<file path="src/sv/rld_pkg.sv">
`timescale 1ns / 1ps
`default_nettype none

package rld_pkg;

    localparam longint DEG90       = 64'sd2304000;
    localparam longint DEG180      = 64'sd4608000;
    localparam longint DEG360      = 64'sd9216000;
    localparam longint CORDIC_GAIN = 64'sd10188014;

    localparam int VW = 17;
    localparam int SW = 21;
    localparam int CW = 6;
    localparam int DW = 22;
    localparam int RW = 7;
    localparam int XW = 34;
    localparam int ZW = 25;
    localparam int QW = 42;

    localparam int CORD_STEPS = 16;
    localparam int DIV_STEPS  = 22;
    localparam int SQRT_STEPS = 21;
    localparam int SQRT_TOP   = 40;

    localparam logic signed [SW-1:0] ONE_Q14   = 21'sd16384;
    localparam logic signed [15:0]   ANG_LIMIT = 16'sd18000;
    localparam logic [14:0]          JUMP_RESET = 15'd3000;

    typedef logic signed [ZW-1:0] t_atan;

    localparam t_atan ATAN_TAB [CORD_STEPS] = '{
        25'sd1152000, 25'sd680065, 25'sd359328, 25'sd182400,
        25'sd91554,   25'sd45822,  25'sd22916,  25'sd11459,
        25'sd5730,    25'sd2865,   25'sd1432,   25'sd716,
        25'sd358,     25'sd179,    25'sd90,     25'sd45
    };

    typedef struct packed {
        logic signed [VW-1:0] x;
        logic signed [VW-1:0] y;
    } t_uvec;

    typedef struct packed {
        logic       start;
        logic       scan_step;
        logic       tail_load;
        logic       div_step;
        logic       avg_add;
        logic       cord_init;
        logic       cord_step;
        logic [3:0] k;
        logic       sq_x;
        logic       sq_y;
        logic       sqrt_init;
        logic       sqrt_step;
        logic       dist_load;
        logic       publish;
    } t_cmd;

    typedef struct packed {
        logic any;
        logic ring;
        logic need_avg;
        logic last;
        logic tail_avg;
        logic out_free;
    } t_sts;

    // elaboration only: unit vector of a sensor at angle z
    function automatic t_uvec f_sensor_vec(input longint z_in);
        longint z;
        longint x;
        longint y;
        longint nx;
        int     k;
        t_uvec  v;
        z = z_in;
        x = CORDIC_GAIN;
        y = 0;
        if (z >= DEG180) z = z - DEG360;
        if (z > DEG90) begin
            x = 0;
            y = CORDIC_GAIN;
            z = z - DEG90;
        end else if (z < -DEG90) begin
            x = 0;
            y = -CORDIC_GAIN;
            z = z + DEG90;
        end
        for (k = 0; k < CORD_STEPS; k++) begin
            if (z >= 0) begin
                nx = x - (y >>> k);
                y  = y + (x >>> k);
                z  = z - longint'(ATAN_TAB[k]);
            end else begin
                nx = x + (y >>> k);
                y  = y - (x >>> k);
                z  = z + longint'(ATAN_TAB[k]);
            end
            x = nx;
        end
        v.x = VW'((x + 512) >>> 10);
        v.y = VW'((y + 512) >>> 10);
        return v;
    endfunction

endpackage

`default_nettype wire

</file>
<file path="src/sv/rld_req_if.sv">
`timescale 1ns / 1ps
`default_nettype none

interface rld_req_if;
    logic        valid;
    logic        ready;
    logic [31:0] ring_bits;
    logic        right_side;
    logic        left_side;

    modport source (output valid, output ring_bits, output right_side, output left_side,
                    input ready);
    modport sink (input valid, input ring_bits, input right_side, input left_side,
                  output ready);
endinterface

`default_nettype wire

</file>
<file path="src/sv/rld_res_if.sv">
`timescale 1ns / 1ps
`default_nettype none

interface rld_res_if;
    logic               valid;
    logic               ready;
    logic               line_found;
    logic               ring_hit;
    logic               side_hit;
    logic [4:0]         cluster_count;
    logic signed [15:0] line_angle;
    logic [14:0]        line_distance;

    modport source (output valid, output line_found, output ring_hit, output side_hit,
                    output cluster_count, output line_angle, output line_distance,
                    input ready);
    modport sink (input valid, input line_found, input ring_hit, input side_hit,
                  input cluster_count, input line_angle, input line_distance,
                  output ready);
endinterface

`default_nettype wire

</file>
<file path="src/sv/ring_line_direction_estimator_core.sv">
// channel  dir  payload                                                   handshake
// i_req    in   ring_bits, right_side, left_side                          valid/ready
// o_res    out  line_found, ring_hit, side_hit, cluster_count,            valid/ready
//               line_angle, line_distance
// cfg      in   i_cfg_wdata (max_angle_jump)                              i_cfg_we
//
// one request at a time: the ring scan takes one sensor a cycle, paused while the
// serial divider averages each ring cluster; then cordic, root and distance divide
// reset is synchronous; no clearing pass, max_angle_jump returns to 3000
// a request is taken while the last result still waits; the final write waits
// for the output register to free
`timescale 1ns / 1ps
`default_nettype none

module ring_line_direction_estimator_core
    import rld_pkg::*;
#(
    parameter int RING_SENSORS = 32
) (
    input  wire logic        i_clk,
    input  wire logic        i_rst_n,
    input  wire logic        i_cfg_we,
    input  wire logic [14:0] i_cfg_wdata,
    rld_req_if.sink          i_req,
    rld_res_if.source        o_res
);

    t_cmd w_cmd;
    t_sts w_sts;

    rld_ctrl u_ctrl (
        .i_clk      (i_clk),
        .i_rst_n    (i_rst_n),
        .i_in_valid (i_req.valid),
        .o_in_ready (i_req.ready),
        .i_sts      (w_sts),
        .o_cmd      (w_cmd)
    );

    rld_dp #(
        .RING_SENSORS (RING_SENSORS)
    ) u_dp (
        .i_clk           (i_clk),
        .i_rst_n         (i_rst_n),
        .i_cmd           (w_cmd),
        .o_sts           (w_sts),
        .i_cfg_we        (i_cfg_we),
        .i_cfg_wdata     (i_cfg_wdata),
        .i_ring_bits     (i_req.ring_bits),
        .i_right_side    (i_req.right_side),
        .i_left_side     (i_req.left_side),
        .o_out_valid     (o_res.valid),
        .i_out_ready     (o_res.ready),
        .o_line_found    (o_res.line_found),
        .o_ring_hit      (o_res.ring_hit),
        .o_side_hit      (o_res.side_hit),
        .o_cluster_count (o_res.cluster_count),
        .o_line_angle    (o_res.line_angle),
        .o_line_distance (o_res.line_distance)
    );

endmodule

`default_nettype wire

</file>
<file path="src/sv/rld_ctrl.sv">
`timescale 1ns / 1ps
`default_nettype none

module rld_ctrl
    import rld_pkg::*;
(
    input  wire logic i_clk,
    input  wire logic i_rst_n,
    input  wire logic i_in_valid,
    output logic      o_in_ready,
    input  wire t_sts i_sts,
    output t_cmd      o_cmd
);

    typedef enum logic [3:0] {
        S_IDLE, S_PREP, S_SCAN, S_AVG, S_ADD, S_TAIL, S_CINIT, S_CORD,
        S_SQX, S_SQY, S_SINIT, S_SQRT, S_DLOAD, S_DDIV, S_OUT
    } t_state;

    t_state     r_state, n_state;
    logic [4:0] r_cnt, n_cnt;
    logic       r_scan_over, n_scan_over;
    logic       r_from_tail, n_from_tail;

    assign o_in_ready = (r_state == S_IDLE);

    always_comb begin
        n_state     = r_state;
        n_cnt       = r_cnt;
        n_scan_over = r_scan_over;
        n_from_tail = r_from_tail;
        o_cmd       = '0;
        o_cmd.k     = r_cnt[3:0];
        case (r_state)
            S_IDLE: begin
                if (i_in_valid) begin
                    o_cmd.start = 1'b1;
                    n_scan_over = 1'b0;
                    n_from_tail = 1'b0;
                    n_state     = S_PREP;
                end
            end
            S_PREP: begin
                if (!i_sts.any) n_state = S_OUT;
                else if (i_sts.ring) n_state = S_SCAN;
                else n_state = S_CINIT;
            end
            S_SCAN: begin
                o_cmd.scan_step = 1'b1;
                if (i_sts.last) n_scan_over = 1'b1;
                if (i_sts.need_avg) begin
                    n_cnt   = '0;
                    n_state = S_AVG;
                end else if (i_sts.last) begin
                    n_state = S_TAIL;
                end
            end
            S_AVG: begin
                o_cmd.div_step = 1'b1;
                n_cnt = r_cnt + 5'd1;
                if (r_cnt == 5'(DIV_STEPS - 1)) n_state = S_ADD;
            end
            S_ADD: begin
                o_cmd.avg_add = 1'b1;
                if (r_from_tail) n_state = S_CINIT;
                else if (r_scan_over) n_state = S_TAIL;
                else n_state = S_SCAN;
            end
            S_TAIL: begin
                if (i_sts.tail_avg) begin
                    o_cmd.tail_load = 1'b1;
                    n_from_tail     = 1'b1;
                    n_cnt           = '0;
                    n_state         = S_AVG;
                end else begin
                    n_state = S_CINIT;
                end
            end
            S_CINIT: begin
                o_cmd.cord_init = 1'b1;
                n_cnt   = '0;
                n_state = S_CORD;
            end
            S_CORD: begin
                o_cmd.cord_step = 1'b1;
                n_cnt = r_cnt + 5'd1;
                if (r_cnt == 5'(CORD_STEPS - 1)) n_state = S_SQX;
            end
            S_SQX: begin
                o_cmd.sq_x = 1'b1;
                n_state = S_SQY;
            end
            S_SQY: begin
                o_cmd.sq_y = 1'b1;
                n_state = S_SINIT;
            end
            S_SINIT: begin
                o_cmd.sqrt_init = 1'b1;
                n_cnt   = '0;
                n_state = S_SQRT;
            end
            S_SQRT: begin
                o_cmd.sqrt_step = 1'b1;
                n_cnt = r_cnt + 5'd1;
                if (r_cnt == 5'(SQRT_STEPS - 1)) n_state = S_DLOAD;
            end
            S_DLOAD: begin
                o_cmd.dist_load = 1'b1;
                n_cnt   = '0;
                n_state = S_DDIV;
            end
            S_DDIV: begin
                o_cmd.div_step = 1'b1;
                n_cnt = r_cnt + 5'd1;
                if (r_cnt == 5'(DIV_STEPS - 1)) n_state = S_OUT;
            end
            S_OUT: begin
                if (i_sts.out_free) begin
                    o_cmd.publish = 1'b1;
                    n_state = S_IDLE;
                end
            end
            default: n_state = S_IDLE;
        endcase
    end

    always_ff @(posedge i_clk) begin
        if (!i_rst_n) begin
            r_state     <= S_IDLE;
            r_cnt       <= '0;
            r_scan_over <= 1'b0;
            r_from_tail <= 1'b0;
        end else begin
            r_state     <= n_state;
            r_cnt       <= n_cnt;
            r_scan_over <= n_scan_over;
            r_from_tail <= n_from_tail;
        end
    end

endmodule

`default_nettype wire

</file>
<file path="src/sv/rld_dp.sv">
`timescale 1ns / 1ps
`default_nettype none

module rld_dp
    import rld_pkg::*;
#(
    parameter int RING_SENSORS = 32
) (
    input  wire logic               i_clk,
    input  wire logic               i_rst_n,
    input  wire t_cmd               i_cmd,
    output t_sts                    o_sts,
    input  wire logic               i_cfg_we,
    input  wire logic [14:0]        i_cfg_wdata,
    input  wire logic [31:0]        i_ring_bits,
    input  wire logic               i_right_side,
    input  wire logic               i_left_side,
    output logic                    o_out_valid,
    input  wire logic               i_out_ready,
    output logic                    o_line_found,
    output logic                    o_ring_hit,
    output logic                    o_side_hit,
    output logic [4:0]              o_cluster_count,
    output logic signed [15:0]      o_line_angle,
    output logic [14:0]             o_line_distance
);

    localparam int N  = RING_SENSORS;
    localparam int IW = $clog2(N);

    logic signed [VW-1:0] w_tab_x [N];
    logic signed [VW-1:0] w_tab_y [N];

    for (genvar g = 0; g < N; g++) begin : g_tab
        localparam longint Z  = longint'(g) * DEG360 / RING_SENSORS;
        localparam t_uvec  UV = f_sensor_vec(Z);
        assign w_tab_x[g] = UV.x;
        assign w_tab_y[g] = UV.y;
    end

    function automatic logic [RW+DW-1:0] f_dstep(input logic [RW-1:0] rem,
                                                 input logic [DW-1:0] dq,
                                                 input logic [CW-1:0] d);
        logic [RW-1:0] t;
        logic          ge;
        t  = {rem[RW-2:0], dq[DW-1]};
        ge = (t >= RW'(d));
        if (ge) t = t - RW'(d);
        return {t, dq[DW-2:0], ge};
    endfunction

    logic [N-1:0]         r_bits;
    logic                 r_left, r_right;
    logic [IW-1:0]        r_idx;
    logic signed [SW-1:0] r_ax, r_ay, r_hx, r_hy;
    logic [CW-1:0]        r_ac, r_hc;
    logic                 r_closed;
    logic [4:0]           r_clusters;
    logic signed [SW-1:0] r_vx, r_vy;
    logic [DW-1:0]        r_dqx, r_dqy;
    logic [RW-1:0]        r_remx, r_remy;
    logic [CW-1:0]        r_dd;
    logic                 r_negx, r_negy;
    logic signed [XW-1:0] r_cx, r_cy;
    logic signed [ZW-1:0] r_z;
    logic                 r_zero;
    logic [QW-1:0]        r_sq, r_n, r_res, r_bit;
    logic [14:0]          r_max_jump;
    logic signed [15:0]   r_last;
    logic                 r_was;
    logic                 r_out_valid;
    logic                 r_found, r_ringh, r_sideh;
    logic [4:0]           r_count;
    logic signed [15:0]   r_angle;
    logic [14:0]          r_dist;

    // scan of the ring
    logic                 w_ring, w_full, w_wrap, w_last, w_lit, w_nxt, w_close, w_hold;
    logic [IW-1:0]        w_nidx;
    logic signed [SW-1:0] w_ux, w_uy, w_sx, w_sy, w_tx, w_ty;
    logic [CW-1:0]        w_sc, w_tc;

    assign w_ring  = |r_bits;
    assign w_full  = &r_bits;
    assign w_wrap  = r_bits[N-1] & r_bits[0] & ~w_full;
    assign w_last  = (r_idx == IW'(N - 1));
    assign w_nidx  = w_last ? '0 : r_idx + IW'(1);
    assign w_lit   = r_bits[r_idx];
    assign w_nxt   = r_bits[w_nidx];
    assign w_close = w_lit & ~w_nxt;
    assign w_hold  = ~r_closed & w_wrap;
    assign w_ux    = w_lit ? SW'(w_tab_x[r_idx]) : '0;
    assign w_uy    = w_lit ? SW'(w_tab_y[r_idx]) : '0;
    assign w_sx    = r_ax + w_ux;
    assign w_sy    = r_ay + w_uy;
    assign w_sc    = r_ac + CW'(w_lit);
    assign w_tx    = r_ax + (w_wrap ? r_hx : '0);
    assign w_ty    = r_ay + (w_wrap ? r_hy : '0);
    assign w_tc    = r_ac + (w_wrap ? r_hc : '0);

    // divider load
    logic signed [SW-1:0] w_lx, w_ly, w_mx, w_my;
    logic [CW-1:0]        w_lc;

    assign w_lx = i_cmd.tail_load ? w_tx : w_sx;
    assign w_ly = i_cmd.tail_load ? w_ty : w_sy;
    assign w_lc = i_cmd.tail_load ? w_tc : w_sc;
    assign w_mx = w_lx[SW-1] ? -w_lx : w_lx;
    assign w_my = w_ly[SW-1] ? -w_ly : w_ly;

    logic [RW+DW-1:0] w_stx, w_sty;
    assign w_stx = f_dstep(r_remx, r_dqx, r_dd);
    assign w_sty = f_dstep(r_remy, r_dqy, r_dd);

    logic signed [SW-1:0] w_qx, w_qy;
    assign w_qx = SW'(r_dqx);
    assign w_qy = SW'(r_dqy);

    logic [CW-1:0] w_div;
    assign w_div = (r_clusters == '0) ? CW'(1) : CW'(r_clusters);

    // cordic
    logic signed [XW-1:0] w_x0, w_y0, w_shx, w_shy;
    t_atan                w_at;

    assign w_x0  = {{(XW-SW-10){r_vx[SW-1]}}, r_vx, 10'b0};
    assign w_y0  = {{(XW-SW-10){r_vy[SW-1]}}, r_vy, 10'b0};
    assign w_shx = r_cx >>> i_cmd.k;
    assign w_shy = r_cy >>> i_cmd.k;
    assign w_at  = ATAN_TAB[i_cmd.k];

    // square and root
    logic signed [SW-1:0]     w_mop;
    logic signed [2*SW-1:0]   w_prod;
    logic [QW-1:0]            w_rb;

    assign w_mop  = i_cmd.sq_y ? r_vy : r_vx;
    assign w_prod = w_mop * w_mop;
    assign w_rb   = r_res + r_bit;

    // angle, jump limit and distance
    logic signed [ZW-1:0] w_zabs;
    logic [16:0]          w_zr;
    logic signed [17:0]   w_d;
    logic signed [15:0]   w_ang, w_prev, w_fin;
    logic signed [16:0]   w_diff;
    logic [16:0]          w_adiff, w_wdiff;
    logic [14:0]          w_dist;

    assign w_zabs = r_z[ZW-1] ? -r_z : r_z;
    assign w_zr   = 17'((w_zabs + ZW'(128)) >>> 8);
    assign w_d    = r_z[ZW-1] ? $signed({1'b0, w_zr}) : -$signed({1'b0, w_zr});

    always_comb begin
        if (r_zero) w_ang = '0;
        else if (w_d > 18'(ANG_LIMIT)) w_ang = ANG_LIMIT;
        else if (w_d < -18'(ANG_LIMIT)) w_ang = -ANG_LIMIT;
        else w_ang = 16'(w_d);
    end

    assign w_prev  = r_was ? r_last : w_ang;
    assign w_diff  = 17'(w_ang) - 17'(w_prev);
    assign w_adiff = w_diff[16] ? 17'(-w_diff) : 17'(w_diff);
    assign w_wdiff = (w_adiff > 17'd18000) ? 17'd36000 - w_adiff : w_adiff;
    assign w_fin   = (w_wdiff > {2'b0, r_max_jump}) ? w_prev : w_ang;
    assign w_dist  = (r_dqx > DW'(ONE_Q14)) ? 15'(ONE_Q14) : r_dqx[14:0];

    assign o_sts.any      = w_ring | r_left | r_right;
    assign o_sts.ring     = w_ring;
    assign o_sts.need_avg = w_close & ~w_hold;
    assign o_sts.last     = w_last;
    assign o_sts.tail_avg = w_full | w_wrap;
    assign o_sts.out_free = ~r_out_valid | i_out_ready;

    always_ff @(posedge i_clk) begin
        if (i_cmd.start) begin
            r_bits     <= i_ring_bits[N-1:0];
            r_left     <= i_left_side;
            r_right    <= i_right_side;
            r_idx      <= '0;
            r_ax       <= '0;
            r_ay       <= '0;
            r_ac       <= '0;
            r_closed   <= 1'b0;
            r_clusters <= '0;
            r_vx       <= '0;
            if (|i_ring_bits[N-1:0]) r_vy <= '0;
            else r_vy <= i_left_side ? ONE_Q14 : -ONE_Q14;
        end

        if (i_cmd.scan_step) begin
            r_idx <= w_nidx;
            if (w_close) begin
                r_clusters <= r_clusters + 5'd1;
                r_closed   <= 1'b1;
                r_ax       <= '0;
                r_ay       <= '0;
                r_ac       <= '0;
                if (w_hold) begin
                    r_hx <= w_sx;
                    r_hy <= w_sy;
                    r_hc <= w_sc;
                end
            end else begin
                r_ax <= w_sx;
                r_ay <= w_sy;
                r_ac <= w_sc;
            end
        end

        if (i_cmd.tail_load && w_full) r_clusters <= 5'd1;

        if ((i_cmd.scan_step && w_close && !w_hold) || i_cmd.tail_load) begin
            r_negx <= w_lx[SW-1];
            r_negy <= w_ly[SW-1];
            r_dqx  <= DW'($unsigned(w_mx)) + DW'(w_lc >> 1);
            r_dqy  <= DW'($unsigned(w_my)) + DW'(w_lc >> 1);
            r_remx <= '0;
            r_remy <= '0;
            r_dd   <= w_lc;
        end else if (i_cmd.dist_load) begin
            r_dqx  <= DW'(r_res) + DW'(w_div >> 1);
            r_remx <= '0;
            r_dd   <= w_div;
        end else if (i_cmd.div_step) begin
            r_remx <= w_stx[RW+DW-1:DW];
            r_dqx  <= w_stx[DW-1:0];
            r_remy <= w_sty[RW+DW-1:DW];
            r_dqy  <= w_sty[DW-1:0];
        end

        if (i_cmd.avg_add) begin
            r_vx <= r_vx + (r_negx ? -w_qx : w_qx);
            r_vy <= r_vy + (r_negy ? -w_qy : w_qy);
        end

        if (i_cmd.cord_init) begin
            r_zero <= (r_vx == '0) && (r_vy == '0);
            if (w_x0 < 0) begin
                if (w_y0 >= 0) begin
                    r_cx <= w_y0;
                    r_cy <= -w_x0;
                    r_z  <= ZW'(DEG90);
                end else begin
                    r_cx <= -w_y0;
                    r_cy <= w_x0;
                    r_z  <= -ZW'(DEG90);
                end
            end else begin
                r_cx <= w_x0;
                r_cy <= w_y0;
                r_z  <= '0;
            end
        end else if (i_cmd.cord_step) begin
            if (r_cy < 0) begin
                r_cx <= r_cx - w_shy;
                r_cy <= r_cy + w_shx;
                r_z  <= r_z - w_at;
            end else begin
                r_cx <= r_cx + w_shy;
                r_cy <= r_cy - w_shx;
                r_z  <= r_z + w_at;
            end
        end

        if (i_cmd.sq_x) r_sq <= QW'($unsigned(w_prod));
        else if (i_cmd.sq_y) r_sq <= r_sq + QW'($unsigned(w_prod));

        if (i_cmd.sqrt_init) begin
            r_n   <= r_sq;
            r_res <= '0;
            r_bit <= QW'(1) << SQRT_TOP;
        end else if (i_cmd.sqrt_step) begin
            if (r_n >= w_rb) begin
                r_n   <= r_n - w_rb;
                r_res <= (r_res >> 1) + r_bit;
            end else begin
                r_res <= r_res >> 1;
            end
            r_bit <= r_bit >> 2;
        end

        if (i_cmd.publish) begin
            if (o_sts.any) begin
                r_found <= 1'b1;
                r_ringh <= w_ring;
                r_sideh <= r_left | r_right;
                r_count <= r_clusters;
                r_angle <= w_fin;
                r_dist  <= w_dist;
            end else begin
                r_found <= 1'b0;
                r_ringh <= 1'b0;
                r_sideh <= 1'b0;
                r_count <= '0;
                r_angle <= r_last;
                r_dist  <= '0;
            end
        end
    end

    always_ff @(posedge i_clk) begin
        if (!i_rst_n) begin
            r_max_jump  <= JUMP_RESET;
            r_last      <= '0;
            r_was       <= 1'b0;
            r_out_valid <= 1'b0;
        end else begin
            if (i_cfg_we) r_max_jump <= i_cfg_wdata;
            if (i_cmd.publish) begin
                r_out_valid <= 1'b1;
                r_was       <= o_sts.any;
                if (o_sts.any) r_last <= w_fin;
            end else if (i_out_ready) begin
                r_out_valid <= 1'b0;
            end
        end
    end

    assign o_out_valid     = r_out_valid;
    assign o_line_found    = r_found;
    assign o_ring_hit      = r_ringh;
    assign o_side_hit      = r_sideh;
    assign o_cluster_count = r_count;
    assign o_line_angle    = r_angle;
    assign o_line_distance = r_dist;

endmodule

`default_nettype wire

</file>
<file path="src/flat_wrapper.sv">
// flat-port wrapper written by rule: the top's interface ports become plain ports
module ring_line_direction_estimator_core_flat import rld_pkg::*;
#(
    parameter int RING_SENSORS = 32
)
  (i_clk, i_rst_n, i_cfg_we, i_cfg_wdata, i_req_valid, i_req_ring_bits, i_req_right_side, i_req_left_side, i_req_ready, o_res_valid, o_res_line_found, o_res_ring_hit, o_res_side_hit, o_res_cluster_count, o_res_line_angle, o_res_line_distance, o_res_ready);
  rld_req_if i_req_i ();
  rld_res_if o_res_i ();
  input  wire logic i_clk;
  input  wire logic i_rst_n;
  input  wire logic i_cfg_we;
  input  wire logic [14:0] i_cfg_wdata;
  input wire logic [$bits(i_req_i.valid)-1:0] i_req_valid;
  input wire logic [$bits(i_req_i.ring_bits)-1:0] i_req_ring_bits;
  input wire logic [$bits(i_req_i.right_side)-1:0] i_req_right_side;
  input wire logic [$bits(i_req_i.left_side)-1:0] i_req_left_side;
  output wire logic [$bits(i_req_i.ready)-1:0] i_req_ready;
  output wire logic [$bits(o_res_i.valid)-1:0] o_res_valid;
  output wire logic [$bits(o_res_i.line_found)-1:0] o_res_line_found;
  output wire logic [$bits(o_res_i.ring_hit)-1:0] o_res_ring_hit;
  output wire logic [$bits(o_res_i.side_hit)-1:0] o_res_side_hit;
  output wire logic [$bits(o_res_i.cluster_count)-1:0] o_res_cluster_count;
  output wire logic [$bits(o_res_i.line_angle)-1:0] o_res_line_angle;
  output wire logic [$bits(o_res_i.line_distance)-1:0] o_res_line_distance;
  input wire logic [$bits(o_res_i.ready)-1:0] o_res_ready;
  assign i_req_i.valid = i_req_valid;
  assign i_req_i.ring_bits = i_req_ring_bits;
  assign i_req_i.right_side = i_req_right_side;
  assign i_req_i.left_side = i_req_left_side;
  assign i_req_ready = i_req_i.ready;
  assign o_res_valid = o_res_i.valid;
  assign o_res_line_found = o_res_i.line_found;
  assign o_res_ring_hit = o_res_i.ring_hit;
  assign o_res_side_hit = o_res_i.side_hit;
  assign o_res_cluster_count = o_res_i.cluster_count;
  assign o_res_line_angle = o_res_i.line_angle;
  assign o_res_line_distance = o_res_i.line_distance;
  assign o_res_i.ready = o_res_ready;
  ring_line_direction_estimator_core #(.RING_SENSORS(RING_SENSORS)) u_core (.i_clk(i_clk), .i_rst_n(i_rst_n), .i_cfg_we(i_cfg_we), .i_cfg_wdata(i_cfg_wdata), .i_req(i_req_i), .o_res(o_res_i));
endmodule
</file>
<file path="config.mk">
export PLATFORM = sky130hd
export DESIGN_NAME = ring_line_direction_estimator_core_flat
export DESIGN_NICKNAME = d
export VERILOG_FILES = /design/src/sv/rld_pkg.sv /design/src/sv/rld_req_if.sv /design/src/sv/rld_res_if.sv /design/src/sv/ring_line_direction_estimator_core.sv /design/src/sv/rld_ctrl.sv /design/src/sv/rld_dp.sv /design/src/flat_wrapper.sv
export SDC_FILE = /design/constraint.sdc
export NUM_CORES = 2
export LEC_CHECK = 0
export BUFFER_PORTS_ARGS = -buffer_cell sky130_fd_sc_hd__buf_4
export CAP_MARGIN = 20
export CORE_ASPECT_RATIO = 0.75
export CORE_MARGIN = 5
export CORE_UTILIZATION = 65
export CTS_CLUSTER_DIAMETER = 80
export DETAILED_ROUTE_END_ITERATION = 12
export PLACE_DENSITY_LB_ADDON = 0.05
export SLEW_MARGIN = 0
export SYNTH_ARGS = -nofsm -noshare
export SYNTH_HDL_FRONTEND = slang
export SYNTH_SLANG_ARGS = --single-unit
export TNS_END_PERCENT = 5
</file>
<file path="constraint.sdc">
create_clock -name i_clk -period 14.42 [get_ports i_clk]
set_input_delay 0.721 -clock i_clk [delete_from_list [all_inputs] [get_ports i_clk]]
set_output_delay 0.721 -clock i_clk [all_outputs]
set_load 0.02 [all_outputs]
</file>
Yosys cells after proc, flatten, opt, wreduce, memory -nomap -nowiden
Memories as Yosys holds them, arrays and structs flattened.
Index checks and enable logic that the tools add are counted.
{ "word_totals": {"reg_bits": 571, "romBits": 1488, "inputBits": 54, "elab_cells": 319, "n_memories": 3} }
{ "mem_list": {"columns": ["memory", "words", "width", "read_ports", "rd_clocked_by_memory_dff", "wr", "line", "text"], "rows": [
  ["(no name shown)", 32, 17, 1, 0, 0, "rld_dp.sv:93", "assign w_uy = w_lit ? SW'(w_tab_y[r_idx]) : '0;"],
  ["(no name shown)", 32, 17, 1, 0, 0, "rld_dp.sv:92", "assign w_ux = w_lit ? SW'(w_tab_x[r_idx]) : '0;"],
  ["(no name shown)", 16, 25, 1, 0, 0, "rld_dp.sv:130", "assign w_at = ATAN_TAB[i_cmd.k];"]
]} }
{ "op_classes": {"n_eq_ne": 29, "multipliers": 1, "add_sub_neg": 38, "n_lt_le_gt_ge": 15, "n_shift": 2, "bitwise_logic": 19, "reduce_logical": 39, "n_mux": 129} }
{ "ops": {"columns": ["op", "n"], "rows": [
  ["$mux W21", 21],
  ["$mux W34", 10],
  ["$mux W42", 6],
  ["$mux W25", 8],
  ["$mux W22", 6],
  ["$add A21 B21 Y21", 6],
  ["$mux W17", 6],
  ["$mux W16", 6],
  ["$neg A21 Y21", 4],
  ["$add A34 B34 Y34", 2],
  ["$neg A31 Y34", 2],
  ["$sshr A34 B4 Y34", 2],
  ["$sub A34 B34 Y34", 2],
  ["$reduce_or A32 Y1", 2],
  ["$pmux W4 S15", 1],
  ["$mux W6", 9],
  ["$mux W5", 9],
  ["$add A21 B5 Y22", 2],
  ["$add A41 B41 Y42", 1],
  ["$add A42 B41 Y42", 1],
  ["$add A42 B42 Y42", 1],
  ["$ge A42 B42 Y1", 1],
  ["$logic_not A21 Y1", 2],
  ["$mul A21 B21 Y42", 1],
  ["62 further kinds", 161]
]} }

Longest topological paths before layout
{ "logic_depth": {"depth_word": 18, "depth_mapped": 70, "depth_no_buf": 62} }

Hierarchy
From an unflattened synthesis, not the netlist that was laid out.
{ "unflattened": {"hier_cells": 7854, "hier_area_um2": 68398.1} }
{ "modules_own_cells": {"columns": ["module", "seq_area_each_um2", "area_each_um2", "instances", "cells_each"], "rows": [
  ["rld_dp", 15675.0, 67423.4, 1, 7725],
  ["rld_ctrl", 220.2, 974.7, 1, 129]
]} }

Least setup slack after synthesis
Ideal clock, no wire load.
{ "synth_path": {"path_kind": "flip-flop to flip-flop", "startpoint": "register u_core.u_dp.r_z[24]", "endpoint": "register u_core.u_dp.r_angle[0] (netlist: u_core.u_dp.o_line_angle[0]), data pin", "t_arrival_ns": 13.023, "setup_ns": 0.260, "n_path_buf": 9, "stages_incl_launch_ff": 65, "required_ns": 14.160, "slack_ns": 1.137, "cell_sequence": "edfxtp_1 clkbuf_1 clkbuf_1 clkbuf_1 clkbuf_1 buf_1 clkbuf_1 o21ai_0 xnor2_1 ha_1 or4b_2 nor4_1 nor3_1 a2bb2oi_1 a21oi_1 mux2_2 o32ai_1 a211oi_1 [29 not listed] nor2b_1 o21a_1 o21a_1 o21ai_0 nand2b_1 a21oi_1 nor2b_1 o21ai_0 nand2b_1 a21oi_1 o21ai_0 a21o_1 a21oi_1 o22ai_1 nand4bb_4 a21oi_4 buf_8 mux2_4"} }
{ "synth_between": {"elab_chain_len": 18, "word_cells_on_any_way": 20} }
{ "synth_rtl": {"columns": ["item", "line", "text"], "rows": [
  ["start: declaration", "rld_dp.sv:65", "logic signed [ZW-1:0] r_z;"],
  ["start signal: assignment", "rld_dp.sv:243", "r_z <= ZW'(DEG90);"],
  ["start signal: assignment", "rld_dp.sv:247", "r_z <= -ZW'(DEG90);"],
  ["start signal: assignment", "rld_dp.sv:258", "r_z <= r_z - w_at;"],
  ["$neg A25 Y25", "rld_dp.sv:150", "assign w_zabs = r_z[ZW-1] ? -r_z : r_z;"],
  ["$mux W25", "rld_dp.sv:150", null],
  ["$add A25 B9 Y25", "rld_dp.sv:151", "assign w_zr = 17'((w_zabs + ZW'(128)) >>> 8);"],
  ["$neg A17 Y18", "rld_dp.sv:152", "assign w_d = r_z[ZW-1] ? $signed({1'b0, w_zr}) : -$signed({1'b0, w_zr});"],
  ["$mux W18 *", "rld_dp.sv:152", null],
  ["$lt A18 B16 Y1", "rld_dp.sv:157", "else if (w_d < -18'(ANG_LIMIT)) w_ang = -ANG_LIMIT;"],
  ["$mux W16", "rld_dp.sv:157", null],
  ["$mux W16 *", "rld_dp.sv:156", "else if (w_d > 18'(ANG_LIMIT)) w_ang = ANG_LIMIT;"],
  ["[2 not listed]", null, null],
  ["$sub A16 B16 Y17", "rld_dp.sv:162", "assign w_diff = 17'(w_ang) - 17'(w_prev);"],
  ["$neg A17 Y17", "rld_dp.sv:163", "assign w_adiff = w_diff[16] ? 17'(-w_diff) : 17'(w_diff);"],
  ["$mux W17", "rld_dp.sv:163", null],
  ["$sub A16 B17 Y17 or $gt A17 B15 Y1 (tied branches)", "rld_dp.sv:164", "assign w_wdiff = (w_adiff > 17'd18000) ? 17'd36000 - w_adiff : w_adiff;"],
  ["$mux W17", "rld_dp.sv:164", null],
  ["$gt A17 B15 Y1", "rld_dp.sv:165", "assign w_fin = (w_wdiff > {2'b0, r_max_jump}) ? w_prev : w_ang;"],
  ["$mux W16 *", "rld_dp.sv:165", null],
  ["$mux W16 *", "rld_dp.sv:284", "if (o_sts.any) begin"],
  ["end signal: assignment", "rld_dp.sv:289", "r_angle <= w_fin;"],
  ["end signal: assignment", "rld_dp.sv:296", "r_angle <= r_last;"],
  ["end: declaration", "rld_dp.sv:74", "logic signed [15:0] r_angle;"]
]} }
Mark *: on every way between the ends. The rest lies on a longest branch, timed or not.
A chain may end at the register's enable or synchronous reset.

Worst setup path after layout
{ "layout_path": {"startpoint": "register u_core.u_dp.r_z[4]", "endpoint": "register u_core.u_dp.r_angle[15] (netlist: u_core.u_dp.o_line_angle[15]), data pin"} }
{ "layout_between": {"elab_chain_len": 18, "word_cells_on_any_way": 20} }
{ "layout_rtl": {"columns": ["item", "line"], "rows": [
  ["$neg A25 Y25", "rld_dp.sv:150"],
  ["$mux W25 *", "rld_dp.sv:150"],
  ["$add A25 B9 Y25 *", "rld_dp.sv:151"],
  ["$neg A17 Y18", "rld_dp.sv:152"],
  ["$mux W18 *", "rld_dp.sv:152"],
  ["$lt A18 B16 Y1", "rld_dp.sv:157"],
  ["$mux W16", "rld_dp.sv:157"],
  ["$mux W16 *", "rld_dp.sv:156"],
  ["[2 not listed]", null],
  ["$sub A16 B16 Y17", "rld_dp.sv:162"],
  ["$neg A17 Y17", "rld_dp.sv:163"],
  ["$mux W17", "rld_dp.sv:163"],
  ["$sub A16 B17 Y17 or $gt A17 B15 Y1 (tied branches)", "rld_dp.sv:164"],
  ["$mux W17", "rld_dp.sv:164"],
  ["$gt A17 B15 Y1", "rld_dp.sv:165"],
  ["$mux W16 *", "rld_dp.sv:165"],
  ["$mux W16 *", "rld_dp.sv:284"]
]} }
Marked as above.

==> metrics <==
status=complete, no violations; CTS Buffer Depth=3; Util after Layout=69.95%; die area=109400 um^2; antenna violations before repair=3; drt first pass iters=6; via count=56250; antenna viol nets, final=0; worst skew pair latency=0.67 ns; GRT Residual Overflow=0; Cells after Synth=7633; unrepaired setup endpoints after global routing=yes; CP Capture Type=flip-flop; kind of critical path=flip-flop to flip-flop; worst slack at placement=0.6613 ns; Worst-path clk slew=0.07 ns; Yosys warning count=0; Setup crit start=u_core.u_dp.r_z[4]; M3 GR Usage=7.994%; critical path fanouts, max=16; syn_area_per_cell=8.757 um^2; Die W=380.3 um; Slowest cell on crit path=or4b_2; Slew @ Worst Pin=1.059 ns; number of synthesized flops with an enable pin=446; first-pass GRT wire length=299.4 mm; Placed Area=68660 um^2; Std-Cell Rows=101; Post-DP HPWL=145.9 mm; Routed WL per cell=21.13 um; ys async rst share=0%; H-tree depth=3; Tcrit/Tclk final=94.28%; worst endpoint data arrival time=13.99 ns; Area Growth Syn to Fin=6.321%; core area=101600 um^2; Boundary Pins=95; final slew viol count=0; Relative slew margins=27.36%; final wirelength=189.2 mm; Synth Register Bits=571; setup ws final=0.8251 ns; commonest non-fill, non-tap cells in the layout=746 x nand2_1, 728 x inv_1, 647 x nor2_1; Tmin final=13.59 ns; Main synth FF type=edfxtp_1; Achievable Freq=0.07356 GHz; CTS tree=yes; min-delay worst type=input pin to flip-flop; Vias/cell=6.284; hold_sp=i_req_right_side; GRT Util Overall=34.17%; clock skew=0.03487 ns; sequential area share after synthesis=23.78%; I/O Buffers=94; GRT busiest layer=met1; pin count of the biggest net entering global routing=84; Fillers=8189; fin area=71070 um^2; number of global-route vias before repair=53900; Crit path required time=14.81 ns; met2 usage=49.94%; Max-cap violations=0; Die Height=287.7 um; layout cell share with drive strength beyond 1=7.083%; worst hold margin=0.2355 ns; final number of setup-violating endpoints=0; Root Driver=clkbuf_16; commonest non-fill, non-tap cell in the layout=nand2_1; final count of hold timing violations=0; DRC=0; initial core utilization=65.79%; TritonCTS buffer count=69; clk sink count=571; gpl congestion=0.9511; most frequent CP cell=a21oi_1; met1 Use GR=50.65%; Syn Nets=8662; Synth Cell Area=66840 um^2; crit path launch type=flip-flop; count of cell types in the netlist=118; First DRT Iteration DRCs=5760; Nets=8583; CP peak stage delay=0.63 ns; reg2reg start=u_core.u_dp.r_z[4]
==> final timing paths <==
kind	endpoint	slack, ns	cells past startpoint
max	u_core.u_dp.o_line_angle[15]	0.83	63
min	u_core.u_dp.r_right	0.24	1
max reg2reg	u_core.u_dp.o_line_angle[15]	0.83	63
min reg2reg	u_core.u_dp.r_bit[0]	0.46	2
==> sequential cells by signal, summed over array words and instances (netlist names), 25 cells and up <==
signal / flops
u_core.u_dp.r_z: 25
u_core.u_dp.r_res: 42
u_core.u_dp.r_sq: 42
u_core.u_dp.r_n: 42
u_core.u_dp.r_cy: 34
u_core.u_dp.r_bits: 32
u_core.u_dp.r_cx: 34
==> metrics by stage <==
step                setup TNS, ns  cells
floorplan                       0   7633
global placement                0   8815
detailed placement              0   8815
CTS                             0   8942
global route              -0.9296   8949
finish                          0   8951
==> worst max-delay path, delay by kind of cell (launching register included) <==
| kind | cells | cell delay [ns] |
|---|---|---|
| mux | 1 | 0.32 |
| buf+inv | 5 | 0.79 |
| flops | 1 | 0.41 |
| simple gates | 18 | 4.17 |
| xor+xnor | 1 | 0.14 |
| fa+ha+maj | 5 | 1.50 |
| compound gates | 33 | 5.99 |
==> cells by family after synthesis <==
kind of cell	Yosys count	share of synthesized area, %
multiplexers	248	4.713
AND/OR/NAND/NOR	2263	15.76
XOR/XNOR	712	9.363
AO/OA/AOI/OAI	1797	17.16
flip-flops	571	23.78
adder cells (fa/ha/maj)	976	23.16
buffers and inverters	1066	6.068
==> area by class of cell <==
class                      instances  area [um^2]  share of cell area [%]
multi-input combinational       5996        47050                   66.20
sequential                       571        15900                   22.38
inverter                         735         2760                   3.884
clock buffer                      97         1979                   2.785
tap                             1339         1675                   2.357
timing repair buffer             181         1379                   1.940
clock inverter                    30        316.6                  0.4454
antenna                            2        5.005                0.007042
==> synthesized netlist by cell type (57+ instances only) <==
| cell type | count | area share [%] |
|---|---|---|
| and3_1 | 83 | 0.78 |
| xor2_1 | 221 | 2.9 |
| o21bai_1 | 154 | 1.7 |
| a21o_1 | 85 | 0.95 |
| nand2_1 | 749 | 4.2 |
| and2_1 | 126 | 1.2 |
| nor2_1 | 652 | 3.7 |
| fa_1 | 436 | 13 |
| a21oi_1 | 535 | 4.0 |
| dfxtp_1 | 125 | 3.7 |
| xnor2_1 | 488 | 6.4 |
| inv_1 | 728 | 4.1 |
| ha_1 | 539 | 10 |
| o211ai_1 | 76 | 0.85 |
| edfxtp_1 | 446 | 20 |
| nand3_1 | 117 | 0.88 |
| o21ai_0 | 434 | 3.2 |
| nor3_1 | 133 | 1.0 |
| a31oi_1 | 78 | 0.73 |
| a211oi_1 | 57 | 0.64 |
| mux2i_1 | 139 | 2.1 |
| o31ai_1 | 61 | 0.69 |
| nor2b_1 | 92 | 0.86 |
| or3_1 | 64 | 0.60 |
| clkbuf_1 | 262 | 1.5 |
==> per-layer routing <==
| layer | vias to the layer above | routed length (um) |
|---|---|---|
| li1 | 26440 | - |
| met1 | 26940 | 84620 |
| met2 | 2521 | 78390 |
| met3 | 350 | 20220 |
| met4 | 2 | 5915 |
| met5 | - | 11 |
==> timing repair <==
action                     4_1_cts  5_1_grt
setup endpoints to repair        0       32
buffers inserted                 0        5
hold buffers                     0        0
resized for setup                0       10
Power is not shown: default switching activity piles up to over one toggle a cycle in this logic, so the estimate is an artifact.
